File: src/hdl/xte_pkg.sv
`timescale 1ns / 1ps
`default_nettype none

package xte_pkg;

    localparam int unsigned BYTE_W = 8;
    localparam int unsigned KIND_W = 3;
    localparam int unsigned IDX_W  = 3;
    localparam int unsigned RUN_W  = 2;
    localparam int unsigned ENT_W  = 48;

    localparam logic [KIND_W-1:0] KIND_PLAIN = 3'd0;
    localparam logic [KIND_W-1:0] KIND_AMP   = 3'd1;
    localparam logic [KIND_W-1:0] KIND_LT    = 3'd2;
    localparam logic [KIND_W-1:0] KIND_QUOT  = 3'd3;
    localparam logic [KIND_W-1:0] KIND_GT    = 3'd4;

    localparam logic [BYTE_W-1:0] CH_NUL     = 8'h00;
    localparam logic [BYTE_W-1:0] CH_TAB     = 8'h09;
    localparam logic [BYTE_W-1:0] CH_LF      = 8'h0A;
    localparam logic [BYTE_W-1:0] CH_CR      = 8'h0D;
    localparam logic [BYTE_W-1:0] CH_SPACE   = 8'h20;
    localparam logic [BYTE_W-1:0] CH_AMP     = 8'h26;
    localparam logic [BYTE_W-1:0] CH_LT      = 8'h3C;
    localparam logic [BYTE_W-1:0] CH_GT      = 8'h3E;
    localparam logic [BYTE_W-1:0] CH_QUOT    = 8'h22;
    localparam logic [BYTE_W-1:0] CH_RBRACK  = 8'h5D;

    // Entity texts, right aligned, first character in the highest used byte.
    localparam logic [ENT_W-1:0] ENT_AMP  = {8'h00, "&amp;"};
    localparam logic [ENT_W-1:0] ENT_LT   = {16'h0000, "&lt;"};
    localparam logic [ENT_W-1:0] ENT_QUOT = "&quot;";
    localparam logic [ENT_W-1:0] ENT_GT   = {16'h0000, "&gt;"};

    localparam logic [RUN_W-1:0] RUN_MAX = 2'd2;

    // Classification of one accepted item.
    typedef struct packed {
        logic              drop;
        logic              bad;
        logic [KIND_W-1:0] kind;
        logic [RUN_W-1:0]  bracket_run;
        logic              failed;
    } t_cls;

    // Item handed from the input side to the emitter.
    typedef struct packed {
        logic [KIND_W-1:0] kind;
        logic [BYTE_W-1:0] raw;
        logic              bad;
    } t_item;

    function automatic logic [IDX_W-1:0] ent_len(input logic [KIND_W-1:0] kind);
        logic [IDX_W-1:0] len;
        case (kind)
            KIND_AMP:  len = 3'd5;
            KIND_LT:   len = 3'd4;
            KIND_QUOT: len = 3'd6;
            KIND_GT:   len = 3'd4;
            default:   len = 3'd1;
        endcase
        return len;
    endfunction

    function automatic logic [BYTE_W-1:0] ent_byte(input logic [KIND_W-1:0] kind,
                                                   input logic [IDX_W-1:0]  idx,
                                                   input logic [BYTE_W-1:0] raw);
        logic [ENT_W-1:0] text;
        logic [IDX_W-1:0] pos;
        logic [ENT_W-1:0] sel;
        case (kind)
            KIND_AMP:  text = ENT_AMP;
            KIND_LT:   text = ENT_LT;
            KIND_QUOT: text = ENT_QUOT;
            KIND_GT:   text = ENT_GT;
            default:   text = {{(ENT_W-BYTE_W){1'b0}}, raw};
        endcase
        pos = ent_len(kind) - idx - 3'd1;
        sel = text >> {pos, 3'b000};
        return sel[BYTE_W-1:0];
    endfunction

endpackage

`default_nettype wire

File: src/hdl/xte_classify.sv
`timescale 1ns / 1ps
`default_nettype none

module xte_classify
    import xte_pkg::*;
(
    input  wire logic [BYTE_W-1:0] i_byte,
    input  wire logic              i_attr,
    input  wire logic [RUN_W-1:0]  i_bracket_run,
    input  wire logic              i_failed,
    output t_cls                   o_cls
);

    logic is_ctrl;
    logic is_ok_ctrl;
    logic is_bad;
    logic two_brackets;

    assign is_ctrl      = (i_byte != CH_NUL) && (i_byte < CH_SPACE);
    assign is_ok_ctrl   = (i_byte == CH_TAB) || (i_byte == CH_LF) || (i_byte == CH_CR);
    assign is_bad       = is_ctrl && !is_ok_ctrl;
    assign two_brackets = i_bracket_run >= RUN_MAX;

    always_comb begin
        o_cls.drop        = i_failed || (i_byte == CH_NUL);
        o_cls.bad         = !i_failed && is_bad;
        o_cls.failed      = i_failed || is_bad;
        o_cls.kind        = KIND_PLAIN;
        o_cls.bracket_run = i_bracket_run;

        // A failed block and an invalid byte both leave the history alone.
        if (!i_failed && !is_bad) begin
            if (i_byte == CH_RBRACK) begin
                if (!two_brackets) begin
                    o_cls.bracket_run = i_bracket_run + 2'd1;
                end
            end else begin
                o_cls.bracket_run = '0;
            end
        end

        if (!is_bad) begin
            if (i_byte == CH_AMP) begin
                o_cls.kind = KIND_AMP;
            end else if (i_byte == CH_LT) begin
                o_cls.kind = KIND_LT;
            end else if (i_byte == CH_QUOT && i_attr) begin
                o_cls.kind = KIND_QUOT;
            end else if (i_byte == CH_GT && !i_attr && two_brackets) begin
                o_cls.kind = KIND_GT;
            end
        end
    end

endmodule

`default_nettype wire

File: src/hdl/xte_emit.sv
`timescale 1ns / 1ps
`default_nettype none

module xte_emit
    import xte_pkg::*;
(
    input  wire logic              i_clk,
    input  wire logic              i_rst_n,
    input  wire logic              i_load,
    input  wire t_item             i_item,
    output logic                   o_free,
    output logic                   o_valid,
    input  wire logic              i_ready,
    output logic [BYTE_W-1:0]      o_byte,
    output logic                   o_last,
    output logic                   o_bad
);

    logic              r_a_valid;
    t_item             r_a_item;
    logic [IDX_W-1:0]  r_a_idx;
    logic              r_o_valid;
    logic [BYTE_W-1:0] r_o_byte;
    logic              r_o_last;
    logic              r_o_bad;

    logic              a_last;
    logic              out_load;

    assign a_last   = r_a_idx == (ent_len(r_a_item.kind) - 3'd1);
    assign out_load = r_a_valid && (!r_o_valid || i_ready);
    assign o_free   = !r_a_valid || (a_last && out_load);

    always_ff @(posedge i_clk) begin
        if (!i_rst_n) begin
            r_a_valid <= 1'b0;
            r_a_idx   <= '0;
        end else if (i_load) begin
            r_a_valid <= 1'b1;
            r_a_idx   <= '0;
        end else if (out_load) begin
            if (a_last) begin
                r_a_valid <= 1'b0;
            end else begin
                r_a_idx <= r_a_idx + 3'd1;
            end
        end
    end

    always_ff @(posedge i_clk) begin
        if (i_load) begin
            r_a_item <= i_item;
        end
    end

    always_ff @(posedge i_clk) begin
        if (!i_rst_n) begin
            r_o_valid <= 1'b0;
        end else if (out_load) begin
            r_o_valid <= 1'b1;
        end else if (i_ready) begin
            r_o_valid <= 1'b0;
        end
    end

    always_ff @(posedge i_clk) begin
        if (out_load) begin
            r_o_byte <= ent_byte(r_a_item.kind, r_a_idx, r_a_item.raw);
            r_o_last <= a_last;
            r_o_bad  <= r_a_item.bad;
        end
    end

    assign o_valid = r_o_valid;
    assign o_byte  = r_o_byte;
    assign o_last  = r_o_last;
    assign o_bad   = r_o_bad;

endmodule

`default_nettype wire

File: src/hdl/xml_text_escaper_top.sv
// Escapes a stream of text bytes for XML, one byte per input item.
// Input channel (s): tdata carries the text byte, tuser says whether the byte
// sits in an attribute value (1) or in element content (0).
// Output channel (m): tdata carries one emitted byte, tlast marks the final
// byte produced for an input item, and tuser flags an invalid control byte.
// An ordinary byte gives one output item; an escaped byte gives its entity,
// four to six output items. A zero byte ends a string and gives no output.
// From input acceptance to the first output item, the item lands in the
// entity register, then in the output register.
// Throughput is one item per cycle for bytes that pass through, as long as the
// output flows; an entity occupies the entity register until its last byte has
// moved to the output register, and that alone holds off the input then.
// After an invalid control byte the block reports it once and then accepts
// and discards every further item until reset.
// Reset (synchronous, active low) empties both registers, clears the bracket
// history and the failure flag. When the receiver stalls, the output register
// holds its item, the entity register fills behind it, and then tready on
// the input falls until the output moves again.
`timescale 1ns / 1ps
`default_nettype none

module xml_text_escaper_top
    import xte_pkg::*;
(
    input  wire logic              i_clk,
    input  wire logic              i_rst_n,
    input  wire logic              i_s_tvalid,
    output logic                   o_s_tready,
    input  wire logic [BYTE_W-1:0] i_s_tdata,   // [7:0] text_byte
    input  wire logic              i_s_tuser,   // [0] in_attribute
    output logic                   o_m_tvalid,
    input  wire logic              i_m_tready,
    output logic [BYTE_W-1:0]      o_m_tdata,   // [7:0] out_byte
    output logic                   o_m_tlast,   // last_of_run
    output logic                   o_m_tuser    // [0] bad_char
);

    // String state: consecutive closing brackets and the sticky failure.
    logic [RUN_W-1:0] r_bracket_run;
    logic             r_failed;

    t_cls  cls;
    t_item item;
    logic  accept;
    logic  free;

    xte_classify u_classify (
        .i_byte        (i_s_tdata),
        .i_attr        (i_s_tuser),
        .i_bracket_run (r_bracket_run),
        .i_failed      (r_failed),
        .o_cls         (cls)
    );

    // Items are classified in acceptance order, so the state can move on at
    // once even while earlier entities are still being sent.
    assign accept = i_s_tvalid && free;

    always_ff @(posedge i_clk) begin
        if (!i_rst_n) begin
            r_bracket_run <= '0;
            r_failed      <= 1'b0;
        end else if (accept) begin
            r_bracket_run <= cls.bracket_run;
            r_failed      <= cls.failed;
        end
    end

    assign item.kind = cls.kind;
    assign item.raw  = i_s_tdata;
    assign item.bad  = cls.bad;

    xte_emit u_emit (
        .i_clk   (i_clk),
        .i_rst_n (i_rst_n),
        .i_load  (accept && !cls.drop),
        .i_item  (item),
        .o_free  (free),
        .o_valid (o_m_tvalid),
        .i_ready (i_m_tready),
        .o_byte  (o_m_tdata),
        .o_last  (o_m_tlast),
        .o_bad   (o_m_tuser)
    );

    assign o_s_tready = free;

endmodule

`default_nettype wire

File: config.mk
export PLATFORM = sky130hd
export DESIGN_NAME = xml_text_escaper_top
export DESIGN_NICKNAME = d
export VERILOG_FILES = /design/src/hdl/xte_pkg.sv /design/src/hdl/xte_classify.sv /design/src/hdl/xte_emit.sv /design/src/hdl/xml_text_escaper_top.sv
export SDC_FILE = /design/constraint.sdc
export NUM_CORES = 1
export LEC_CHECK = 0
export BUFFER_PORTS_ARGS = -buffer_cell sky130_fd_sc_hd__buf_2
export CORE_UTILIZATION = 45
export CTS_BUF_LIST = sky130_fd_sc_hd__clkbuf_8
export DETAILED_ROUTE_END_ITERATION = 6
export PLACE_DENSITY = 0.65
export SKIP_CTS_REPAIR_TIMING = 1
export SYNTH_ARGS = -nofsm -noshare
export SYNTH_HDL_FRONTEND = slang
export SYNTH_SLANG_ARGS = --single-unit
File: constraint.sdc
create_clock -name i_clk -period 7.2 [get_ports i_clk]
set_input_delay 0.72 -clock i_clk [delete_from_list [all_inputs] [get_ports i_clk]]
set_output_delay 0.72 -clock i_clk [all_outputs]
set_load 0.03 [all_outputs]
==> results of run 1 <==
[per-stage QoR]
step	util [%]	instance area [um^2]	setup slack, ns	hold slack, ns
3_5_place_dp	51.0	1870	3.99	0.437
2_1_floorplan	-	1720	4.45	0.400
5_1_grt	53.2	1950	3.55	0.460
3_3_place_gp	51.0	1870	4.08	0.421
4_1_cts	53.2	1950	3.75	0.453
6_report	53.2	1950	3.76	0.447
[cell type report]
cell class                 instances  area (um^2)
clock inverter                     3         12.5
clock buffer                       5         68.8
timing repair buffer              24          120
multi-input combinational        116          826
sequential                        30          821
fill                             332         1710
inverter                          11         41.3
tap                               48         60.1
[layer usage]
layer	track usage [%]	wire length, um	vias to the layer above	share of wire (%)
met5	0	0	-	0
met4	9.38	68	0	2.1
met3	4.29	183	7	5.6
met2	27.9	1550	49	47
met1	23.0	1490	609	45
li1	-	-	659	-
[critical path, cell delays in order (launching register included)]
cell	delay (ns)
sky130_fd_sc_hd__edfxtp_1	0.54
sky130_fd_sc_hd__nor2b_1	0.22
sky130_fd_sc_hd__a21oi_1	0.33
sky130_fd_sc_hd__inv_1	0.08
sky130_fd_sc_hd__ha_1	0.21
sky130_fd_sc_hd__xnor2_1	0.24
sky130_fd_sc_hd__xnor3_2	0.35
sky130_fd_sc_hd__a31oi_4	0.21
sky130_fd_sc_hd__inv_2	0.07
sky130_fd_sc_hd__buf_2	0.18
[sequential cells by signal, indices dropped and copies added (netlist names)]
name              count
r_bracket_run         2
r_failed              1
u_emit.o_bad          1
u_emit.o_byte         8
u_emit.o_last         1
u_emit.o_valid        1
u_emit.r_a_idx        3
u_emit.r_a_item      12
u_emit.r_a_valid      1
[cell usage in the layout, fill, tap and decap left out, types with 3 or more instances in the layout]
master,n
sky130_fd_sc_hd__a21oi_1,9
sky130_fd_sc_hd__a31oi_1,4
sky130_fd_sc_hd__and3_1,3
sky130_fd_sc_hd__buf_2,24
sky130_fd_sc_hd__clkbuf_8,5
sky130_fd_sc_hd__dfxtp_1,8
sky130_fd_sc_hd__edfxtp_1,22
sky130_fd_sc_hd__ha_1,4
sky130_fd_sc_hd__inv_1,11
sky130_fd_sc_hd__mux2i_1,3
sky130_fd_sc_hd__nand2_1,6
sky130_fd_sc_hd__nand2b_1,4
sky130_fd_sc_hd__nand3_1,6
sky130_fd_sc_hd__nor2_1,9
sky130_fd_sc_hd__nor3_1,10
sky130_fd_sc_hd__o21ai_0,10
sky130_fd_sc_hd__o22ai_1,3
sky130_fd_sc_hd__xnor2_1,7
[logic make-up (layout without fill, tap and decap cells)]
group | count (synthesis) | count (layout)
adders and majority gates | 5 | 5
DFF | 30 | 30
muxes | 5 | 5
xor gates and xnor gates | 10 | 10
and+or+nand+nor | 54 | 54
AOI/OAI and AO/OA | 42 | 42
buffers and inverters | 16 | 43
[final timing paths]
check / slack, ns / to / depth (start not counted) / startpoint
worst max-delay path: 3.76 / o_s_tready / 9 / u_emit.r_a_item[10]
worst min-delay path: 0.45 / u_emit.o_bad / 0 / u_emit.r_a_item[0]
worst max register to register: 3.98 / u_emit.r_a_item[7] / 6 / u_emit.r_a_item[10]
worst min register to register: 0.45 / u_emit.o_bad / 0 / u_emit.r_a_item[0]
[power groups by stage]
stage	logic (W)	registers (W)	clock network [W]
2_1_floorplan	0.0000863	0.000228	0
3_3_place_gp	0.000128	0.000217	0
3_5_place_dp	0.000128	0.000217	0
4_1_cts	0.000129	0.000213	0.000131
5_1_grt	0.000141	0.000215	0.000137
6_report	0.000129	0.000213	0.000129
==> out/summary.log, run 1 <==
qor: synthesis.synthMuxAreaShare 3.06%
qor: drt.vias 1324
qor: sta.relSlewSlack 39.9%
qor: synthesis.synth_sequential_area_ratio 47.8%
qor: setup_path.critPathMaxFanout 9
qor: cts.clkSlewWorstSetupHoldPaths 0.07 ns
qor: drt.routed_wl 3300 um
qor: pwr.vdd_drop_max 0.105 mV
qor: place.dp_hpwl 2450 um
qor: pwr.part_of_the_power_in_registers 45.2%
qor: synthesis.synthTopCellsByCount 22 x sky130_fd_sc_hd__edfxtp_1, 10 x sky130_fd_sc_hd__inv_1, 10 x sky130_fd_sc_hd__nor3_1, 10 x sky130_fd_sc_hd__o21ai_0
qor: global_route.antenna_found_initial 0
qor: place.globalplace.congestion 0.816
qor: synthesis.mappedNetlistArea 1720 um^2
qor: synthesis.number_of_synthesis_warnings 0
qor: setup_path.critical_path.startpoint_type register
qor: global_route.grt_first_pass_wirelength 5480 um
qor: synthesis.async_reset_ff_share 0%
qor: global_route.grt_pass1_vias 1165
qor: synthesis.yosysUniqueCellTypes 48
qor: pwr.clock_power_share 27.4%
qor: synthesis.mappedNetlistNets 180
qor: synthesis.syn_area_per_cell 10.6 um^2
qor: global_route.grt_start_max_net_pins 16
qor: sta.setup_total_negative_slack 0 ns
qor: cts.clkSinkCount 30
qor: floorplan.die-height 63.8 um
qor: synthesis.synth_top_family_by_area simple AND/OR/NAND/NOR gates
qor: pwr.power_switching_share 32.8%
qor: floorplan.die_area 4070 um^2
qor: pwr.p_switching 0.000155 W
qor: synthesis.synthDominantAreaCellType sky130_fd_sc_hd__edfxtp_1
qor: place.placedCellCount 229
qor: pwr.combPwrFrac 27.4%
qor: synthesis.synth_fa_ha_area_share 4.08%
qor: floorplan.floorplan_row_count 22
qor: synthesis.synth.top_cell.area_share 38.5%
qor: layout.instances_no_fill 237
qor: cts.cts.htree.levels 2
qor: pwr.power.static_leakage 0.743 nW
qor: min_path.hold_class register to register
qor: sta.hold_viol_final 0
qor: synthesis.xor_xnor_fraction_of_synth_area 5.98%
qor: floorplan.floorplan.io_pins 25
qor: layout.number_of_antenna_diodes 0
qor: job.max-cap-violations 0
qor: synthesis.share_of_synthesized_cell_area_in_and_or_nand_and_nor_gates 18.6%
qor: sta.setup_repair_after_global_routing_missed_its_margin no
qor: floorplan.die_width 63.8 um
qor: cts.cts-root-to-sink-buffers 2
qor: synthesis.netlist_top_cells_area sky130_fd_sc_hd__edfxtp_1 38%, sky130_fd_sc_hd__dfxtp_1 9.3%, sky130_fd_sc_hd__xnor2_1 3.6%
qor: status.run_status finished, final reports clean
qor: layout.drive_gt1_share 20.6%
qor: floorplan.initial_cell_density_of_the_core 46.9%
qor: setup_path.path_class register to output pin
qor: drt.routed_via_density 5.59
qor: cts.cts_tree built
qor: place.port-buffer-count 24
qor: sta.worst-slew-pin-transition 0.898 ns
qor: synthesis.synth-seq-cells 30
qor: drt.drc_errors 0
qor: sta.clock_skew 0.00739 ns
qor: synthesis.synth_flop_cell sky130_fd_sc_hd__edfxtp_1
qor: sta.fmaxAchievable 291 MHz
qor: pwr.power.density_cell_area 242 nW/um^2
qor: pwr.post_route_total_power 0.000472 W
qor: synthesis.synth_cells 162
qor: cts.root_buffer_cell sky130_fd_sc_hd__clkbuf_8
qor: drt.drt_pre_antenna_iters 4
qor: synthesis.post_synthesis_compound_gate_area_fraction 16.4%
qor: sta.layout_min_cycle_time 3.44 ns
qor: drt.final_antenna_net_count 0
qor: cts.clock_latency 0.29 ns
qor: sta.setup_viol 0
qor: global_route.global_route.usage.total 17.9%
qor: sta.maxSlewViolCount 0
qor: setup_path.cp_data_arrival_time 2.72 ns
qor: drt.drt-wirelength-per-cell 13.9 um
qor: layout.final_net_count 206
qor: drt.drt_iter0_markers 44
qor: sta.post-route-period-util 47.8%
qor: synthesis.synth-edff-count 22
qor: pwr.power.internal 0.000317 W
qor: setup_path.critical_path.endpoint_type output pin
qor: setup_path.worstPathRequired 6.48 ns
qor: synthesis.synth.most_common_cell sky130_fd_sc_hd__edfxtp_1
qor: floorplan.placeableCoreArea 3660 um^2
qor: global_route.grt-ovfl-total 0
qor: layout.area_growth_syn_to_layout 13.6%
qor: cts.cts_buffers 5
(Power assumes the default switching activity.)
==> inputs of run 2 (changes only) <==
--- a/config.mk
+++ b/config.mk
@@ -5,6 +5,7 @@
 export SDC_FILE = /design/constraint.sdc
 export NUM_CORES = 1
 export LEC_CHECK = 0
+export ABC_AREA = 1
 export BUFFER_PORTS_ARGS = -buffer_cell sky130_fd_sc_hd__buf_2
 export CORE_UTILIZATION = 45
 export CTS_BUF_LIST = sky130_fd_sc_hd__clkbuf_8
==> constraint.sdc (replaced) <==
create_clock -name i_clk -period 3.27 [get_ports i_clk]
set_input_delay 0.327 -clock i_clk [delete_from_list [all_inputs] [get_ports i_clk]]
set_output_delay 0.327 -clock i_clk [all_outputs]
set_load 0.03 [all_outputs]
==> run 2 against run 1 <==
Cell count is 20% higher. Highest routed layer unchanged. Clock power is 130% higher. Wire length is 8.3% lower. Critical path type unchanged.
==> out/summary.log, run 2 <==
qor: status.run_status finished, final reports clean
qor: layout.fillers 351
qor: drt.drc_errors 0
qor: setup_path.critical_path.endpoint_type output pin
qor: synthesis.synth-edff-count 22
qor: drt.routed_wl 3020 um
qor: synthesis.mappedNetlistArea 1720 um^2
qor: layout.instances_no_fill 285
qor: sta.setup_viol 0
qor: synthesis.mappedNetlistNets 221
qor: synthesis.yosysUniqueCellTypes 28
qor: layout.final_net_count 254
qor: synthesis.synth_flop_cell sky130_fd_sc_hd__edfxtp_1
qor: sta.setup_total_negative_slack 0 ns
qor: synthesis.synthDominantAreaCellType sky130_fd_sc_hd__edfxtp_1
qor: floorplan.placeableCoreArea 3660 um^2
qor: global_route.grt-ovfl-total 0
qor: layout.layout_commonest_cell sky130_fd_sc_hd__nand2_1
qor: min_path.hold_class primary input to register
qor: pwr.p_switching 0.000351 W
qor: pwr.power.static_leakage 0.926 nW
qor: setup_path.slowest_delay 0.45 ns
qor: floorplan.floorplan_row_count 22
qor: cts.cts.htree.levels 2
qor: pwr.post_route_total_power 0.00108 W
qor: place.dp_hpwl 2370 um
qor: global_route.grt_pass1_vias 1223
qor: pwr.clock_power_share 27.2%
qor: synthesis.synth.top_cell.area_share 38.5%
qor: sta.layout_min_cycle_time 2.83 ns
qor: pwr.power.density_cell_area 539 nW/um^2
qor: drt.drt_pre_antenna_iters 4
qor: setup_path.worstPathRequired 2.94 ns
qor: sta.relSlewSlack 67.7%
qor: drt.drt_iter0_markers 52
qor: cts.clock_latency 0.27 ns
qor: cts.cts_tree built
qor: cts.cts_buffers 5
qor: cts.root_buffer_cell sky130_fd_sc_hd__clkbuf_8
qor: sta.maxSlewViolCount 0
qor: place.placedCellCount 277
qor: pwr.power.internal 0.000729 W
qor: setup_path.series_of_cell_instances_along_the_critical_path inv_2, nand3_2, inv_1, nor2_1, ha_1, inv_1, nand2_1, nor2_1, nand4_1, nand2_2, buf_2
qor: layout.largest_reg_flops 12
qor: drt.final_antenna_net_count 0
qor: global_route.antenna_found_initial 0
qor: cts.clkSinkCount 30
qor: synthesis.synth_cells 203
qor: cts.cts-root-to-sink-buffers 2
qor: synthesis.synth.most_common_cell sky130_fd_sc_hd__nand2_1
qor: layout.largest-register u_emit.r_a_item
qor: sta.worst_hold_slack 0.264 ns
qor: setup_path.critical_path.slowest_cell sky130_fd_sc_hd__edfxtp_1
qor: floorplan.die-height 63.8 um
qor: layout.layout.cells.most_common_list 38 x sky130_fd_sc_hd__nand2_1, 37 x sky130_fd_sc_hd__inv_1, 24 x sky130_fd_sc_hd__nor2_1, 24 x sky130_fd_sc_hd__buf_2, 22 x sky130_fd_sc_hd__edfxtp_1
qor: global_route.grt_first_pass_wirelength 5210 um
qor: cts.clkSlewWorstSetupHoldPaths 0.06 ns
qor: sta.post-route-period-util 86.7%
qor: sta.setup_repair_after_global_routing_missed_its_margin no
qor: sta.worst-slew-pin-transition 0.483 ns
qor: synthesis.synth-seq-cells 30
qor: pwr.vdd_drop_max 0.211 mV
qor: synthesis.synthTopCellsByCount 38 x sky130_fd_sc_hd__nand2_1, 36 x sky130_fd_sc_hd__inv_1, 24 x sky130_fd_sc_hd__nor2_1, 22 x sky130_fd_sc_hd__edfxtp_1, 14 x sky130_fd_sc_hd__nand3_1
qor: global_route.grt_start_max_net_pins 13
qor: setup_path.critPathMaxFanout 7
qor: synthesis.async_reset_ff_share 0%
qor: sta.hold_viol_final 0
qor: floorplan.initial_cell_density_of_the_core 46.9%
qor: layout.drive_gt1_share 23.6%
qor: floorplan.die_width 63.8 um
qor: pwr.part_of_the_power_in_registers 43.8%
qor: synthesis.number_of_synthesis_warnings 0
qor: drt.drt-wirelength-per-cell 10.6 um
qor: global_route.global_route.usage.total 17.0%
qor: pwr.combPwrFrac 29.0%
qor: floorplan.floorplan.io_pins 25
qor: drt.vias 1363
qor: place.globalplace.congestion 0.873
qor: sta.clock_skew 0.00347 ns
qor: pwr.power_switching_share 32.5%
qor: sta.fmaxAchievable 353 MHz
qor: layout.number_of_antenna_diodes 0
qor: setup_path.gate_family_responsible_for_the_most_delay_along_the_worst_path simple AND/OR/NAND/NOR gates
qor: setup_path.critical_path.startpoint_type register
qor: setup_path.reg2reg_setup_slack 0.60 ns
qor: job.max-cap-violations 0
qor: setup_path.path_buf_inv 4
qor: synthesis.syn_area_per_cell 8.46 um^2
qor: floorplan.die_area 4070 um^2
qor: drt.routed_via_density 4.78
qor: synthesis.netlist_top_cells_area sky130_fd_sc_hd__edfxtp_1 38%, sky130_fd_sc_hd__dfxtp_1 9.3%, sky130_fd_sc_hd__nand2_1 8.3%
qor: setup_path.path_class register to output pin
qor: synthesis.synth_sequential_area_ratio 47.8%
qor: layout.register_area 821 um^2
qor: layout.multi_input_comb_area 747 um^2
qor: setup_path.cp_data_arrival_time 2.51 ns
qor: layout.area_growth_syn_to_layout 16.7%
qor: place.port-buffer-count 24
==> run 2: cell count changes after synthesis, moves of 6 or more <==
cell	previous run	this run
sky130_fd_sc_hd__nand2_2	0	8
sky130_fd_sc_hd__nand3_1	6	14
sky130_fd_sc_hd__nor2_1	9	24
sky130_fd_sc_hd__inv_1	10	36
sky130_fd_sc_hd__nor3_1	10	0
sky130_fd_sc_hd__xnor2_1	7	1
sky130_fd_sc_hd__nand2_1	6	38
==> run 2: cells by family after synthesis <==
family          count (synthesis)  share of synthesized area [%]
simple gates                   99                           28.0
compound gates                 26                           8.74
xor+xnor                        3                           2.62
buf+inv                        40                           8.74
fa+ha+maj                       5                           4.08
flops                          30                           47.8
==> run 2: final timing paths <==
kind	cells after the start	from	endpoint
worst max register to register	13	u_emit.r_a_item[11]	u_emit.r_a_item[4]
worst min register to register	0	u_emit.r_a_item[0]	u_emit.o_bad
worst max-delay path	11	u_emit.r_a_item[11]	o_s_tready
worst min-delay path	1	i_s_tdata[7]	u_emit.r_a_item[8]
==> run 2: through the flow <==
| stage | worst slack (ns) | utilization, % | area [um^2] |
|---|---|---|---|
| floorplan | 0.430 | - | 1720 |
| global placement | 0.653 | 52.3 | 1910 |
| detailed placement | 0.639 | 52.3 | 1910 |
| CTS | 0.435 | 54.8 | 2000 |
| global route | 0.243 | 54.8 | 2000 |
| finish | 0.436 | 54.8 | 2000 |
==> run 2: layer usage <==
layer	vias to the layer above	routed length [um]	global-route usage, %
li1	731	-	-
met2	41	1380	27.3
met3	2	155	4.82
met4	0	31	9.09
met5	-	0	0
met1	589	1450	20.5
==> run 2: area by class of cell <==
type	count	share of cell area [%]
inverter	40	7.49
timing repair buffer	26	6.74
tap	48	3.00
multi-input combinational	133	37.3
clock buffer	6	4.12
sequential	30	40.9
clock inverter	2	0.437
==> run 2: power groups by stage <==
stage	clock (W)	combinational, W	sequential [W]
finish	0.000293	0.000314	0.000473
global route	0.000319	0.000353	0.000477
CTS	0.000304	0.000314	0.000473
detailed placement	0	0.000313	0.000481
global placement	0	0.000312	0.000481
floorplan	0	0.000202	0.000517
